===== src/rtl/modbus_tcp_response_checker_unit_assert.svh =====
// Assertion macros shared by the response checker RTL.
`ifndef MODBUS_TCP_RESPONSE_CHECKER_UNIT_ASSERT_SVH
`define MODBUS_TCP_RESPONSE_CHECKER_UNIT_ASSERT_SVH

// Same-cycle implication, checked on every rising edge outside reset.
`define MTRC_ASSERT_IMPLY(label, ante, cons) \
    label: assert property (@(posedge clk) disable iff (!rst_n) (ante) |-> (cons)) \
        else $error("response checker: implication check failed");

// Next-cycle implication, checked on every rising edge outside reset.
`define MTRC_ASSERT_NEXT(label, ante, cons) \
    label: assert property (@(posedge clk) disable iff (!rst_n) (ante) |=> (cons)) \
        else $error("response checker: next-cycle check failed");

`endif


===== src/rtl/mtrc_pkg.sv =====
// Shared widths, protocol constants and verdict codes of the response checker.
`default_nettype none

package mtrc_pkg;

    localparam int TidWidth    = 16;
    localparam int FcWidth     = 8;
    localparam int ByteWidth   = 8;
    localparam int WordWidth   = 16;
    localparam int StatusWidth = 2;

    localparam logic [7:0]  ExcFlag    = 8'h80;
    localparam logic [7:0]  BusyCode   = 8'h06;
    localparam logic [15:0] ProtoZero  = 16'h0000;
    localparam logic [7:0]  FcCoils    = 8'h01;
    localparam logic [7:0]  FcRegs     = 8'h03;
    localparam logic [15:0] HeaderLast = 16'd6;

    typedef enum logic [StatusWidth-1:0] {
        VERDICT_OK        = 2'd0,
        VERDICT_INVALID   = 2'd1,
        VERDICT_EXCEPTION = 2'd2,
        VERDICT_BUSY      = 2'd3
    } verdict_t;

endpackage

`default_nettype wire


===== src/rtl/mtrc_if.sv =====
// Valid/ready stream interfaces for the byte input and the result output.
`default_nettype none

interface mtrc_in_if;
    logic                            valid;
    logic                            ready;
    logic                            cmd;
    logic [mtrc_pkg::TidWidth-1:0]   expected_tid;
    logic [mtrc_pkg::FcWidth-1:0]    expected_fc;
    logic [mtrc_pkg::ByteWidth-1:0]  data_byte;

    modport source (output valid, cmd, expected_tid, expected_fc, data_byte, input ready);
    modport sink   (input valid, cmd, expected_tid, expected_fc, data_byte, output ready);
endinterface

interface mtrc_out_if;
    logic                              valid;
    logic                              ready;
    logic                              is_status;
    logic [mtrc_pkg::WordWidth-1:0]    payload_value;
    logic [mtrc_pkg::StatusWidth-1:0]  status;
    logic [mtrc_pkg::ByteWidth-1:0]    exception_code;
    logic                              last;

    modport source (output valid, is_status, payload_value, status, exception_code, last,
                    input ready);
    modport sink   (input valid, is_status, payload_value, status, exception_code, last,
                    output ready);
endinterface

`default_nettype wire


===== src/rtl/modbus_tcp_response_checker_unit.sv =====
// Top level of the Modbus TCP response checker: MBAP parse, PDU checks, result queue.
`default_nettype none
`include "modbus_tcp_response_checker_unit_assert.svh"

// Usage
// The bytes channel carries one request per cycle: cmd = 0 arms a new
// transaction with the expected transaction id and function code, cmd = 1
// delivers one response byte in wire order. A byte seen while not armed is
// dropped, and an arm in the middle of a frame abandons it silently.
// The results channel carries payload items (coil bytes for code 1, register
// words for code 3) and one status item with last set that closes each frame.
// Each accepted request is parsed in the cycle it is accepted, and its results
// are written to a three-entry result queue, whose head entry (entry 0)
// drives the results channel straight from its registers.
// Throughput is one request per cycle. The queue takes new requests while it
// holds at most one result; a request that closes a register or coil frame
// can add two results, which can still cause back-pressure even when the
// receiver takes one result per cycle. When the receiver stalls, results wait
// in the queue and the bytes channel drops ready once two are waiting.
// Reset empties the queue and returns the parser to the unarmed state.
module modbus_tcp_response_checker_unit (
    input  wire logic  clk,
    input  wire logic  rst_n,
    mtrc_in_if.sink    bytes,
    mtrc_out_if.source results
);

    // Parser phase, one-hot.
    typedef enum logic [2:0] {
        PH_IDLE   = 3'b001,
        PH_HEADER = 3'b010,
        PH_PDU    = 3'b100
    } phase_t;

    // One queued result item.
    typedef struct packed {
        logic                              is_status;
        logic [mtrc_pkg::WordWidth-1:0]    payload_value;
        logic [mtrc_pkg::StatusWidth-1:0]  status;
        logic [mtrc_pkg::ByteWidth-1:0]    exception_code;
    } res_t;

    localparam int QueueDepth = 3;

    // Parser state.
    phase_t                 phase_reg, phase_next;
    logic [15:0]            idx_reg, idx_next;
    logic [15:0]            tidw_reg, tidw_next;
    logic [7:0]             fcw_reg, fcw_next;
    logic [15:0]            tid_reg, tid_next;
    logic [15:0]            proto_reg, proto_next;
    logic [15:0]            len_reg, len_next;
    logic [7:0]             count_reg, count_next;
    logic [7:0]             hold_reg, hold_next;
    mtrc_pkg::verdict_t     verdict_reg, verdict_next;
    logic [7:0]             exc_reg, exc_next;

    // Result queue; the head always sits in entry 0.
    res_t                   q_reg [QueueDepth];
    res_t                   q_next [QueueDepth];
    logic [1:0]             fill_reg, fill_next;

    logic                   accept;
    logic                   pop;
    logic                   pay_push;
    logic                   st_push;
    logic [15:0]            pay_value;
    mtrc_pkg::verdict_t     st_value;
    logic [7:0]             st_exc;
    logic [7:0]             b;
    logic [15:0]            pdu_len;
    logic [15:0]            data_pos;
    logic                   reads;
    res_t                   pay_item;
    res_t                   st_item;
    logic [1:0]             slot;

    assign bytes.ready = (fill_reg <= 2'd1);
    assign accept      = bytes.valid && bytes.ready;
    assign pop         = results.valid && results.ready;
    assign b           = bytes.data_byte;
    assign pdu_len     = len_reg - 16'd1;
    assign data_pos    = idx_reg - 16'd2;
    assign reads       = (fcw_reg == mtrc_pkg::FcCoils) || (fcw_reg == mtrc_pkg::FcRegs);

    // Parser: all checks for one byte are short compares on held header fields.
    always_comb
    begin
        phase_next   = phase_reg;
        idx_next     = idx_reg;
        tidw_next    = tidw_reg;
        fcw_next     = fcw_reg;
        tid_next     = tid_reg;
        proto_next   = proto_reg;
        len_next     = len_reg;
        count_next   = count_reg;
        hold_next    = hold_reg;
        verdict_next = verdict_reg;
        exc_next     = exc_reg;
        pay_push     = 1'b0;
        pay_value    = 16'd0;
        st_push      = 1'b0;
        st_value     = mtrc_pkg::VERDICT_OK;
        st_exc       = 8'd0;

        if (accept)
        begin
            if (!bytes.cmd)
            begin
                tidw_next    = bytes.expected_tid;
                fcw_next     = bytes.expected_fc;
                phase_next   = PH_HEADER;
                idx_next     = 16'd0;
                tid_next     = 16'd0;
                proto_next   = 16'd0;
                len_next     = 16'd0;
                count_next   = 8'd0;
                hold_next    = 8'd0;
                verdict_next = mtrc_pkg::VERDICT_OK;
                exc_next     = 8'd0;
            end
            else
            begin
                case (phase_reg)
                    PH_HEADER:
                    begin
                        case (idx_reg[2:0])
                            3'd0:    tid_next[15:8]   = b;
                            3'd1:    tid_next[7:0]    = b;
                            3'd2:    proto_next[15:8] = b;
                            3'd3:    proto_next[7:0]  = b;
                            3'd4:    len_next[15:8]   = b;
                            3'd5:    len_next[7:0]    = b;
                            default: ;
                        endcase
                        if (idx_reg < mtrc_pkg::HeaderLast)
                        begin
                            idx_next = idx_reg + 16'd1;
                        end
                        else if ((proto_reg != mtrc_pkg::ProtoZero) || (len_reg < 16'd2))
                        begin
                            // Bad header: the frame ends on its last header byte.
                            st_push    = 1'b1;
                            st_value   = mtrc_pkg::VERDICT_INVALID;
                            phase_next = PH_IDLE;
                            idx_next   = 16'd0;
                        end
                        else
                        begin
                            verdict_next = (tid_reg != tidw_reg) ? mtrc_pkg::VERDICT_INVALID
                                                                 : mtrc_pkg::VERDICT_OK;
                            phase_next   = PH_PDU;
                            idx_next     = 16'd0;
                        end
                    end
                    PH_PDU:
                    begin
                        if (idx_reg == 16'd0)
                        begin
                            if (verdict_reg == mtrc_pkg::VERDICT_OK)
                            begin
                                if (b == (fcw_reg | mtrc_pkg::ExcFlag))
                                begin
                                    verdict_next = mtrc_pkg::VERDICT_EXCEPTION;
                                    exc_next     = 8'd0;
                                end
                                else if (reads && (pdu_len < 16'd2))
                                begin
                                    verdict_next = mtrc_pkg::VERDICT_INVALID;
                                end
                            end
                        end
                        else if (idx_reg == 16'd1)
                        begin
                            count_next = b;
                            if (verdict_reg == mtrc_pkg::VERDICT_EXCEPTION)
                            begin
                                exc_next = b;
                                if (b == mtrc_pkg::BusyCode)
                                begin
                                    verdict_next = mtrc_pkg::VERDICT_BUSY;
                                end
                            end
                            else if ((verdict_reg == mtrc_pkg::VERDICT_OK) && reads &&
                                     ((pdu_len - 16'd2) < {8'd0, b}))
                            begin
                                verdict_next = mtrc_pkg::VERDICT_INVALID;
                            end
                        end
                        else if ((verdict_reg == mtrc_pkg::VERDICT_OK) && reads)
                        begin
                            if (data_pos < {8'd0, count_reg})
                            begin
                                if (fcw_reg == mtrc_pkg::FcCoils)
                                begin
                                    pay_push  = 1'b1;
                                    pay_value = {8'd0, b};
                                end
                                else if (!idx_reg[0])
                                begin
                                    hold_next = b;
                                end
                                else
                                begin
                                    pay_push  = 1'b1;
                                    pay_value = {hold_reg, b};
                                end
                            end
                        end

                        if (({1'b0, idx_reg} + 17'd1) >= {1'b0, pdu_len})
                        begin
                            st_push    = 1'b1;
                            st_value   = verdict_next;
                            st_exc     = ((verdict_next == mtrc_pkg::VERDICT_EXCEPTION) ||
                                          (verdict_next == mtrc_pkg::VERDICT_BUSY))
                                         ? exc_next : 8'd0;
                            phase_next = PH_IDLE;
                            idx_next   = 16'd0;
                        end
                        else
                        begin
                            idx_next = idx_reg + 16'd1;
                        end
                    end
                    default: ;
                endcase
            end
        end
    end

    always_comb
    begin
        pay_item                = '0;
        pay_item.payload_value  = pay_value;
        st_item                 = '0;
        st_item.is_status       = 1'b1;
        st_item.status          = st_value;
        st_item.exception_code  = st_exc;
    end

    // Result queue: shift out the head, then append payload before status.
    always_comb
    begin
        q_next    = q_reg;
        fill_next = fill_reg;
        slot      = fill_reg;
        if (pop)
        begin
            q_next[0] = q_reg[1];
            q_next[1] = q_reg[2];
            slot      = fill_reg - 2'd1;
        end
        if (pay_push)
        begin
            q_next[slot] = pay_item;
            slot         = slot + 2'd1;
        end
        if (st_push)
        begin
            q_next[slot] = st_item;
            slot         = slot + 2'd1;
        end
        fill_next = slot;
    end

    always_ff @(posedge clk or negedge rst_n)
    begin
        if (!rst_n)
        begin
            phase_reg   <= PH_IDLE;
            idx_reg     <= 16'd0;
            tidw_reg    <= 16'd0;
            fcw_reg     <= 8'd0;
            tid_reg     <= 16'd0;
            proto_reg   <= 16'd0;
            len_reg     <= 16'd0;
            count_reg   <= 8'd0;
            hold_reg    <= 8'd0;
            verdict_reg <= mtrc_pkg::VERDICT_OK;
            exc_reg     <= 8'd0;
            fill_reg    <= 2'd0;
        end
        else
        begin
            phase_reg   <= phase_next;
            idx_reg     <= idx_next;
            tidw_reg    <= tidw_next;
            fcw_reg     <= fcw_next;
            tid_reg     <= tid_next;
            proto_reg   <= proto_next;
            len_reg     <= len_next;
            count_reg   <= count_next;
            hold_reg    <= hold_next;
            verdict_reg <= verdict_next;
            exc_reg     <= exc_next;
            fill_reg    <= fill_next;
        end
    end

    // Queue payload carries no reset; the fill count qualifies it.
    always_ff @(posedge clk)
    begin
        q_reg <= q_next;
    end

    assign results.valid          = (fill_reg != 2'd0);
    assign results.is_status      = q_reg[0].is_status;
    assign results.payload_value  = q_reg[0].payload_value;
    assign results.status         = q_reg[0].status;
    assign results.exception_code = q_reg[0].exception_code;
    assign results.last           = q_reg[0].is_status;

    // A status result always closes the frame.
    `MTRC_ASSERT_NEXT(a_status_closes_frame, st_push, phase_reg == PH_IDLE)
    // Payload only comes from the PDU of a frame whose checks all passed.
    `MTRC_ASSERT_IMPLY(a_payload_on_good_frame, pay_push, (phase_reg == PH_PDU) && (verdict_reg == mtrc_pkg::VERDICT_OK))
    // The header counter never runs past the unit id byte.
    `MTRC_ASSERT_IMPLY(a_header_index_range, phase_reg == PH_HEADER, idx_reg <= mtrc_pkg::HeaderLast)
    // The queue never overflows its three entries.
    `MTRC_ASSERT_IMPLY(a_queue_fill_range, 1'b1, fill_reg != 2'd3 || !accept)

endmodule

`default_nettype wire

===== src/flat_wrapper.sv =====
// flat-port wrapper written by rule: the top's interface ports become plain ports
module modbus_tcp_response_checker_unit_flat 
  (clk, rst_n, bytes_valid, bytes_cmd, bytes_expected_tid, bytes_expected_fc, bytes_data_byte, bytes_ready, results_valid, results_is_status, results_payload_value, results_status, results_exception_code, results_last, results_ready);
  mtrc_in_if bytes_i ();
  mtrc_out_if results_i ();
  input  wire logic clk;
  input  wire logic rst_n;
  input wire logic [$bits(bytes_i.valid)-1:0] bytes_valid;
  input wire logic [$bits(bytes_i.cmd)-1:0] bytes_cmd;
  input wire logic [$bits(bytes_i.expected_tid)-1:0] bytes_expected_tid;
  input wire logic [$bits(bytes_i.expected_fc)-1:0] bytes_expected_fc;
  input wire logic [$bits(bytes_i.data_byte)-1:0] bytes_data_byte;
  output wire logic [$bits(bytes_i.ready)-1:0] bytes_ready;
  output wire logic [$bits(results_i.valid)-1:0] results_valid;
  output wire logic [$bits(results_i.is_status)-1:0] results_is_status;
  output wire logic [$bits(results_i.payload_value)-1:0] results_payload_value;
  output wire logic [$bits(results_i.status)-1:0] results_status;
  output wire logic [$bits(results_i.exception_code)-1:0] results_exception_code;
  output wire logic [$bits(results_i.last)-1:0] results_last;
  input wire logic [$bits(results_i.ready)-1:0] results_ready;
  assign bytes_i.valid = bytes_valid;
  assign bytes_i.cmd = bytes_cmd;
  assign bytes_i.expected_tid = bytes_expected_tid;
  assign bytes_i.expected_fc = bytes_expected_fc;
  assign bytes_i.data_byte = bytes_data_byte;
  assign bytes_ready = bytes_i.ready;
  assign results_valid = results_i.valid;
  assign results_is_status = results_i.is_status;
  assign results_payload_value = results_i.payload_value;
  assign results_status = results_i.status;
  assign results_exception_code = results_i.exception_code;
  assign results_last = results_i.last;
  assign results_i.ready = results_ready;
  modbus_tcp_response_checker_unit u_core (.clk(clk), .rst_n(rst_n), .bytes(bytes_i), .results(results_i));
endmodule

===== config.mk =====
export PLATFORM = sky130hd
export DESIGN_NAME = modbus_tcp_response_checker_unit_flat
export DESIGN_NICKNAME = d
export VERILOG_FILES = /design/src/rtl/mtrc_pkg.sv /design/src/rtl/mtrc_if.sv /design/src/rtl/modbus_tcp_response_checker_unit.sv /design/src/flat_wrapper.sv
export VERILOG_INCLUDE_DIRS = /design/src /design/src/rtl
export SDC_FILE = /design/constraint.sdc
export NUM_CORES = 1
export LEC_CHECK = 0
export BUFFER_PORTS_ARGS = -buffer_cell sky130_fd_sc_hd__buf_4
export CORE_MARGIN = 2
export CORE_UTILIZATION = 46
export DETAILED_ROUTE_END_ITERATION = 10
export HOLD_SLACK_MARGIN = 0.15
export MAX_ROUTING_LAYER = met4
export RECOVER_POWER = 25
export SLEW_MARGIN = 10
export SYNTH_ARGS = -nofsm -noshare
export SYNTH_HDL_FRONTEND = slang
export SYNTH_SLANG_ARGS = --single-unit

===== constraint.sdc =====
create_clock -name clk -period 6.14 [get_ports clk]
set_input_delay 0.614 -clock clk [delete_from_list [all_inputs] [get_ports clk]]
set_output_delay 0.614 -clock clk [all_outputs]
set_load 0.02 [all_outputs]

# --- Yosys cells after proc, flatten, opt, wreduce, memory -nomap -nowiden ---
# Cells that the tools add are included.
# Widths: inputs -> output; s select.
classes:
  addsub: 8
  n_mul: 0
  div_mod_pow: 0
  n_lt_le_gt_ge: 11
  n_eq_ne: 35
  shifts: 0
  mux: 103
  n_bitwise: 3
  reduce_logical: 28
ops:
  columns: ["operator", "count"]
  rows:
  - ["$mux 16", 18]
  - ["$mux 8", 30]
  - ["$bwmux 81", 2]
  - ["$mux 81", 2]
  - ["$demux 27 s2", 2]
  - ["$mux 27", 2]
  - ["$mux 54", 1]
  - ["$mux 2", 21]
  - ["$lt 16x2->1 const B", 2]
  - ["$lt 16x8->1", 2]
  - ["$pmux 16 s2", 1]
  - ["$sub 16x2->16 const B", 2]
  - ["$ne 2x1->1 const B", 11]
  - ["$reduce_and 3->1", 6]
  - ["$add 16x1->17 const B", 1]
  - ["$ge 17x16->1", 1]
  - ["$add 16x1->16 const B", 1]
  - ["$eq 16x1->1 const B", 1]
  - ["$logic_not 16->1", 1]
  - ["$lt 16x3->1 const B", 1]
  - ["$mux 1", 16]
  - ["$ne 16x16->1", 1]
  - ["$reduce_bool 16->1", 1]
  - ["$sub 16x1->16 const B", 1]
  - ["31 further kinds", 61]
word_totals:
  ff_bits: 200
  latchBits: 0
  mem_bits_rw: 0
  mem_bits_ro: 0
  inputBits: 37
  output_inout_bits: 30
  elab_cells: 215
  n_memories: 0

# --- Logic depth before layout (Yosys ltp) ---
# Gate-level depths: netlist of the first run.
depth:
  depth_word: 20
  mapped_depth: 21
  mapped_depth_nobuf: 20

# --- Worst setup path after synthesis of the first run ---
# No wires, ideal clock.
synth_timing:
  kind: "register to register"
  start: "reg u_core.idx_reg[2]"
  end: "reg u_core.q_reg[16] (netlist bit)"
  setup_ps: 120
  arrival_ps: 4277
  required_time_ps: 6020
  path_slack_ps: 1744
  stages_incl_launch_ff: 22
  path_buffers: 2
  period_less_slack_ps: 4396
  cell_sequence: "dfrtp_1 > clkbuf_1 > inv_1 > ha_1 > nand2b_1 > nor2_1 > xnor2_1 > ha_1 > a21o_1 > a21o_1 > a2111oi_0 > o211ai_1 > nor4_4 > mux2_2 > inv_1 > ha_1 > nand2_1 > nor2_1 > nand2_1 > o211ai_4 > buf_2 > a21oi_1"
synth_lines:
  columns: ["item", "line", "text"]
  rows:
  - ["start, declared", "modbus_tcp_response_checker_unit.sv:47", "logic [15:0] idx_reg, idx_next;"]
  - ["start signal, assigned", "modbus_tcp_response_checker_unit.sv:287", "idx_reg <= idx_next;"]
  - ["end signal, assigned", "modbus_tcp_response_checker_unit.sv:304", "q_reg <= q_next;"]
  - ["end, declared", "modbus_tcp_response_checker_unit.sv:59", "res_t q_reg [QueueDepth];"]

==> reports/metrics.yaml, run 1 <==
layout:
  antenna_cells: 0
  syn2layout_area_growth_pct: 8.42
  largest_reg_flops: 54
  multiInputGateArea_um2: 5760
  mostFrequentLayoutCell: "nand2_1"
  stdcell_count: 1515
  drive_above_1_share: 0.108
  regArea_um2: 4600
  mostFrequentLayoutCells: "nand2_1 (169), dfrtp_1 (118), o21ai_0 (88)"
  layout.nets: 1265
  fill_cells: 2256
  final_area_um2: 11900
setup_path:
  path_max_fanout: 19
  path_cells: "inv_1 -> ha_1 -> nand2b_1 -> nor2_1 -> xnor2_1 -> ha_1 -> a21o_1 -> a21o_1 -> a2111oi_0 -> o211ai_1 -> nor4_4 -> mux2_2 -> inv_1 -> ha_1 -> nand2_1 -> nor2_1 -> nand2_1 -> o211ai_4 -> nor2_4 -> a22o_1"
  critPathBufInv: 2
  r2r_slack_ns: 1.04
  worstSetupStartpointType: "register"
  end_kind: "register"
  critPathRequiredTime_ns: 6.47
  cpPeakStageDelay_ns: 0.56
  cp_slowest_cell: "dfrtp_1"
  path_depth: 20
  cpMostUsedCell: "ha_1"
  r2r-start: "u_core.idx_reg[2]"
  crit_arrival_ns: 5.43
  rr_worst_depth: 20
  critical_path.startpoint: "u_core.idx_reg[2]"
  crit_type: "reg2reg"
  critPathTopFamily: "compound AO/OA/AOI/OAI gates"
run_status:
  run_status: "finished with violations"
  violations: "max-capacitance violations, max-slew violations"
clock_tree:
  cts_tree: "done"
  h-tree-depth: 4
  clk_path_buf_depth: 2
  post_cts_buffers: 0
  clock_latency_ns: 0.44
  cts.sinks: 200
  clk_pin_slew_ns: 0.08
  clock-root-buffer: "clkbuf_16"
  ctsResizeCount: 0
  cts_buffers: 17
  holdBufCountCts: 0
route:
  dr_wl_met3_um: 1220
  first_pass_iters: 5
  drc: 0
  routed_wl_um: 28000
  ant_nets: 0
  wl_per_cell_um: 18.5
  route.top_layer_used: "met4"
  dr.first_iter.drc_count: 623
  viasPerCell: 5.63
  vias: 8524
  wirelength_met1_um: 13100
  wl_met2_um: 13300
yosys:
  syn_area_um2: 11000
  syn_inst: 1185
  synth_ff_type: "dfrtp_1"
  synth.area.top_cells: "dfrtp_1 (27%), dfxtp_1 (15%), nand2_1 (5.8%)"
  yosysTopAreaCellShare: 0.268
  ys_seq_area_frac: 0.418
  ys_ff_latch: 200
  avgSynthCellArea_um2: 9.29
  ys_types: 79
  yosysTopAreaCell: "dfrtp_1"
  async_flop_share: 0.595
  yosys_warnings: 0
  synth_edf_count: 0
  syn-num-nets: 1267
timing:
  max_slew_margin: -1.01
  rsz0062_at_grt: "no"
  fin_crit_sh: 0.831
  whs_ns: 0.357
  finalHoldViolations: 0
  fin_tns_setup_ns: 0
  setup_viol: 0
  finalMaxSlewViolations: 122
  fmax_ghz: 0.196
  skew_ns: 0.0112
  worst_slack_ns: 1.04
  post-route-min-period_ns: 5.10
  worst_pin_slew_ns: 3.01
min_path:
  hold_path_depth: 3
  hold_class: "in2reg"
  min_from: "bytes_expected_fc[7]"
floorplan:
  boundaryPins: 67
  core_um2: 23500
  die_w_um: 159
  die_h_um: 159
  start_util: 0.469
  dieArea_um2: 25200
  num_rows: 56
place:
  hpwl_um: 20200
  place_inst: 1483
  place_congestion: 0.947
  place_area_um2: 11500
  place.port_buffers: 66
  post-place-ws_ns: 1.09
grt:
  grt_pass1_wl_um: 45700
  track_usage: 0.233
  grt.overflow.total: 0
  grt_pass1_vias: 8144
  antenna_found_initial: 0
  grt_max_degree: 65
power:
  peakVddDrop_v: 0.000247
  p_leak_nw: 5.07
  power_density_nw_per_um2: 436
run:
  drv_cap: 2
-- path summary, 6_finish.rpt --
path | end
min reg2reg | u_core.q_reg[17]
max reg2reg | u_core.q_reg[2]
max | u_core.q_reg[2]
max in group asynchronous | u_core.idx_reg[0]
min | u_core.fcw_reg[7]
min in group asynchronous | u_core.tid_reg[0]
-- Yosys cell counts, types with 10 or more instances --
library cell and number:
buf_4 30, ha_1 45, nor2_1 50, and3_1 10, mux2i_1 55, nand4_1 16, o21ai_0 88, nand3_1 26
a31oi_1 10, a22o_1 24, a21o_1 11, nand2_1 169, a211oi_1 36, xor2_1 36, buf_2 15, xnor2_1 26
a21oi_1 52, mux2_2 18, dfrtp_1 118, nor4_1 18, dfxtp_1 81, o22ai_1 17, clkbuf_1 46, inv_1 40
-- per-layer routing --
layer | GRT usage | up-vias
met1 | 0.315 | 4103
li1 | - | 4210
met3 | 0.0384 | 28
met5 | - | -
met4 | 0.0521 | 0
met2 | 0.370 | 183
-- area by class of cell --
cell class	count	area share
clock inverter	13	0.0109
timing repair buffer	76	0.0385
inverter	40	0.0126
multi-input combinational	848	0.482
clock buffer	19	0.0371
sequential	200	0.385
tap	319	0.0334
-- cell families (layout without fill, tap and decap cells) --
logic type / count (synthesis) / in the layout / share of synthesized area
simple gates: 360 / 360 / 0.164
compound gates: 307 / 307 / 0.187
flops: 200 / 200 / 0.418
buf+inv: 137 / 148 / 0.0607
mux: 73 / 73 / 0.0684
xor+xnor: 63 / 63 / 0.0508
fa+ha+maj: 45 / 45 / 0.0511
-- worst register-to-register path, stage by stage, from the launching register on --
cell       delay [ns]
dfrtp_1          0.56
inv_1            0.18
ha_1             0.26
nand2b_1         0.12
nor2_1           0.06
xnor2_1          0.15
ha_1             0.32
a21o_1           0.16
a21o_1           0.16
a2111oi_0        0.38
o211ai_1         0.26
nor4_4           0.43
mux2_2           0.44
inv_1            0.06
ha_1             0.15
nand2_1          0.12
nor2_1           0.16
nand2_1          0.10
o211ai_4         0.55
nor2_4           0.16
a22o_1           0.22
-- power breakdown --
part / internal (mW) / switching (mW)
Sequential: 1.61 / 0.321
Combinational: 0.893 / 1.27
Clock: 0.554 / 0.559
-- through the flow --
step | util | power [mW]
2_1_floorplan | - | 3.56
3_3_place_gp | 0.489 | 4.06
3_5_place_dp | 0.489 | 4.12
4_1_cts | 0.513 | 5.24
5_1_grt | 0.509 | 5.59
6_report | 0.509 | 5.21
(Power assumes the default switching activity.)
==> run 2, diff against run 1 <==
--- a/config.mk
+++ b/config.mk
@@ -12,6 +12,7 @@
 export DETAILED_ROUTE_END_ITERATION = 10
 export HOLD_SLACK_MARGIN = 0.15
 export MAX_ROUTING_LAYER = met4
+export PLACE_DENSITY = 0.66
 export RECOVER_POWER = 25
 export SLEW_MARGIN = 10
 export SYNTH_ARGS = -nofsm -noshare
==> constraint.sdc (replaced) <==
create_clock -name clk -period 4.3 [get_ports clk]
set_input_delay 0.43 -clock clk [delete_from_list [all_inputs] [get_ports clk]]
set_output_delay 0.43 -clock clk [all_outputs]
set_load 0.02 [all_outputs]
==> reports/metrics.yaml, run 2 (synthesis gave the netlist of run 1 again) <==
timing:
  max_slew_margin: -0.593
  skew_ns: 0.0110
  worst_slack_ns: 0.192
  setup_viol: 0
  finalHoldViolations: 0
  fmax_ghz: 0.243
  worst_pin_slew_ns: 2.39
  fin_crit_sh: 0.955
  finalMaxSlewViolations: 48
  post-route-min-period_ns: 4.11
clock_tree:
  clock_latency_ns: 0.44
  cts_tree: "done"
  clk_pin_slew_ns: 0.08
  h-tree-depth: 4
  clock-root-buffer: "clkbuf_16"
  cts_buffers: 17
  clk_path_buf_depth: 2
  cts.sinks: 200
setup_path:
  critical_path.endpoint: "u_core.q_reg[35]"
  r2r_slack_ns: 0.19
  crit_type: "reg2reg"
  critical_path.startpoint: "u_core.idx_reg[1]"
  rr_worst_depth: 18
  crit_arrival_ns: 4.48
  critPathRequiredTime_ns: 4.68
  cpPeakStageDelay_ns: 0.42
  path_cells: "buf_6 -> nor3_2 -> buf_4 -> nand2_1 -> xnor2_1 -> ha_1 -> a21o_1 -> a2111oi_4 -> o211ai_1 -> nor4_4 -> mux2_4 -> ha_1 -> and3_1 -> nand2_1 -> o211ai_4 -> buf_12 -> o31a_1 -> o21ai_1"
  worstSetupStartpointType: "register"
  cp_slowest_cell: "nor4_4"
  end_kind: "register"
  path_max_fanout: 18
  timing.rr.end: "u_core.q_reg[35]"
  r2r-start: "u_core.idx_reg[1]"
min_path:
  min_from: "bytes_expected_fc[5]"
  hold_class: "in2reg"
run_status:
  run_status: "finished with violations"
  violations: "max-capacitance violations, max-slew violations"
power:
  peakVddDrop_v: 0.000420
  p_leak_nw: 5.27
  power_density_nw_per_um2: 622
  power_mw: 7.67
route:
  routed_wl_um: 27800
  dr.first_iter.drc_count: 715
  drc: 0
  ant_nets: 0
  first_pass_iters: 5
  vias: 8850
  wl_per_cell_um: 18.0
  viasPerCell: 5.71
layout:
  layout.nets: 1300
  syn2layout_area_growth_pct: 12.0
  fill_cells: 2163
  antenna_cells: 0
  mostFrequentLayoutCell: "nand2_1"
  mostFrequentLayoutCells: "nand2_1 (167), dfrtp_1 (118), o21ai_0 (88)"
  final_area_um2: 12300
  stdcell_count: 1550
  fin_util: 0.526
  largest_reg_flops: 54
  drive_above_1_share: 0.146
run:
  drv_cap: 1
floorplan:
  boundaryPins: 67
  die_h_um: 159
  die_w_um: 159
  start_util: 0.469
  core_um2: 23500
  num_rows: 56
  dieArea_um2: 25200
place:
  hpwl_um: 20300
  place_congestion: 0.913
  post-place-ws_ns: -0.00115
  place_inst: 1514
  place_area_um2: 11700
  place.port_buffers: 66
grt:
  grt_pass1_wl_um: 45500
  grt.overflow.total: 0
  grt_max_degree: 51
  track_usage: 0.230
  antenna_found_initial: 0
  grt_pass1_vias: 8442
[run 2: changes by cell type in the layout (fill, tap and decap cells not counted), moves of 3 or more]
cell / delta
inv_6: -3
buf_4: +30
nand2b_1: -3
nor2_4: +3
inv_2: +3
inv_1: -3
[run 2: stage by stage]
| step | TNS, ns | hold WS (ns) |
|---|---|---|
| after global placement | 0 | 0.435 |
| after detailed placement | -0.00115 | 0.446 |
| final | 0 | 0.189 |
| after global routing | -0.193 | 0.178 |
| after floorplan | 0 | 0.134 |
| after CTS | 0 | 0.177 |
[run 2: layout make-up]
cell class	instances	area (µm²)	area share
multi-input combinational	849	5870	0.476
inverter	40	150	0.0122
tap	319	399	0.0324
clock buffer	19	443	0.0359
timing repair buffer	110	741	0.0600
sequential	200	4600	0.373
clock inverter	13	131	0.0106
[run 2: per-layer routing]
metal,GRT usage,up-vias,routed length [µm]
met3,0.0358,61,1360
li1,-,4287,-
met4,0.0842,0,853
met2,0.353,256,12600
met1,0.310,4246,13000
met5,-,-,0
[run 2: worst min path at each step]
| stage | end | slack (ns) | cells past startpoint |
|---|---|---|---|
| global route | u_core.fcw_reg[0] | 0.18 | 3 |
| global placement | u_core.q_reg[26] | 0.44 | 1 |
| CTS | u_core.fcw_reg[5] | 0.18 | 3 |
| floorplan | u_core.count_reg[0] | 0.13 | 0 |
| detailed placement | u_core.q_reg[26] | 0.45 | 1 |
| finish | u_core.fcw_reg[5] | 0.19 | 3 |
[run 2: where the power goes]
part	internal (mW)	total, mW	switching [mW]
combinational	1.42	3.36	1.94
clock	0.787	1.57	0.784
sequential	2.30	2.74	0.438
[run 2: critical path, delay by kind of cell, from the launching register on]
| family | cells | cell delay, ns |
|---|---|---|
| AND/OR/NAND/NOR | 5 | 0.93 |
| flip-flops | 1 | 0.40 |
| AO/OA/AOI/OAI | 6 | 1.22 |
| XOR/XNOR | 1 | 0.13 |
| adder cells (fa/ha/maj) | 2 | 0.52 |
| multiplexers | 1 | 0.36 |
| buffers and inverters | 3 | 0.46 |
[run 2: repair_timing]
action | in CTS | in global routing
setup endpoints to repair | 7 | 79
hold endpoints to repair | 45 | 0
resized for setup | 1 | 22
hold buffers | 1 | 0
gates cloned | 0 | 1
setup buffers | 0 | 2
pin swaps | 0 | 12
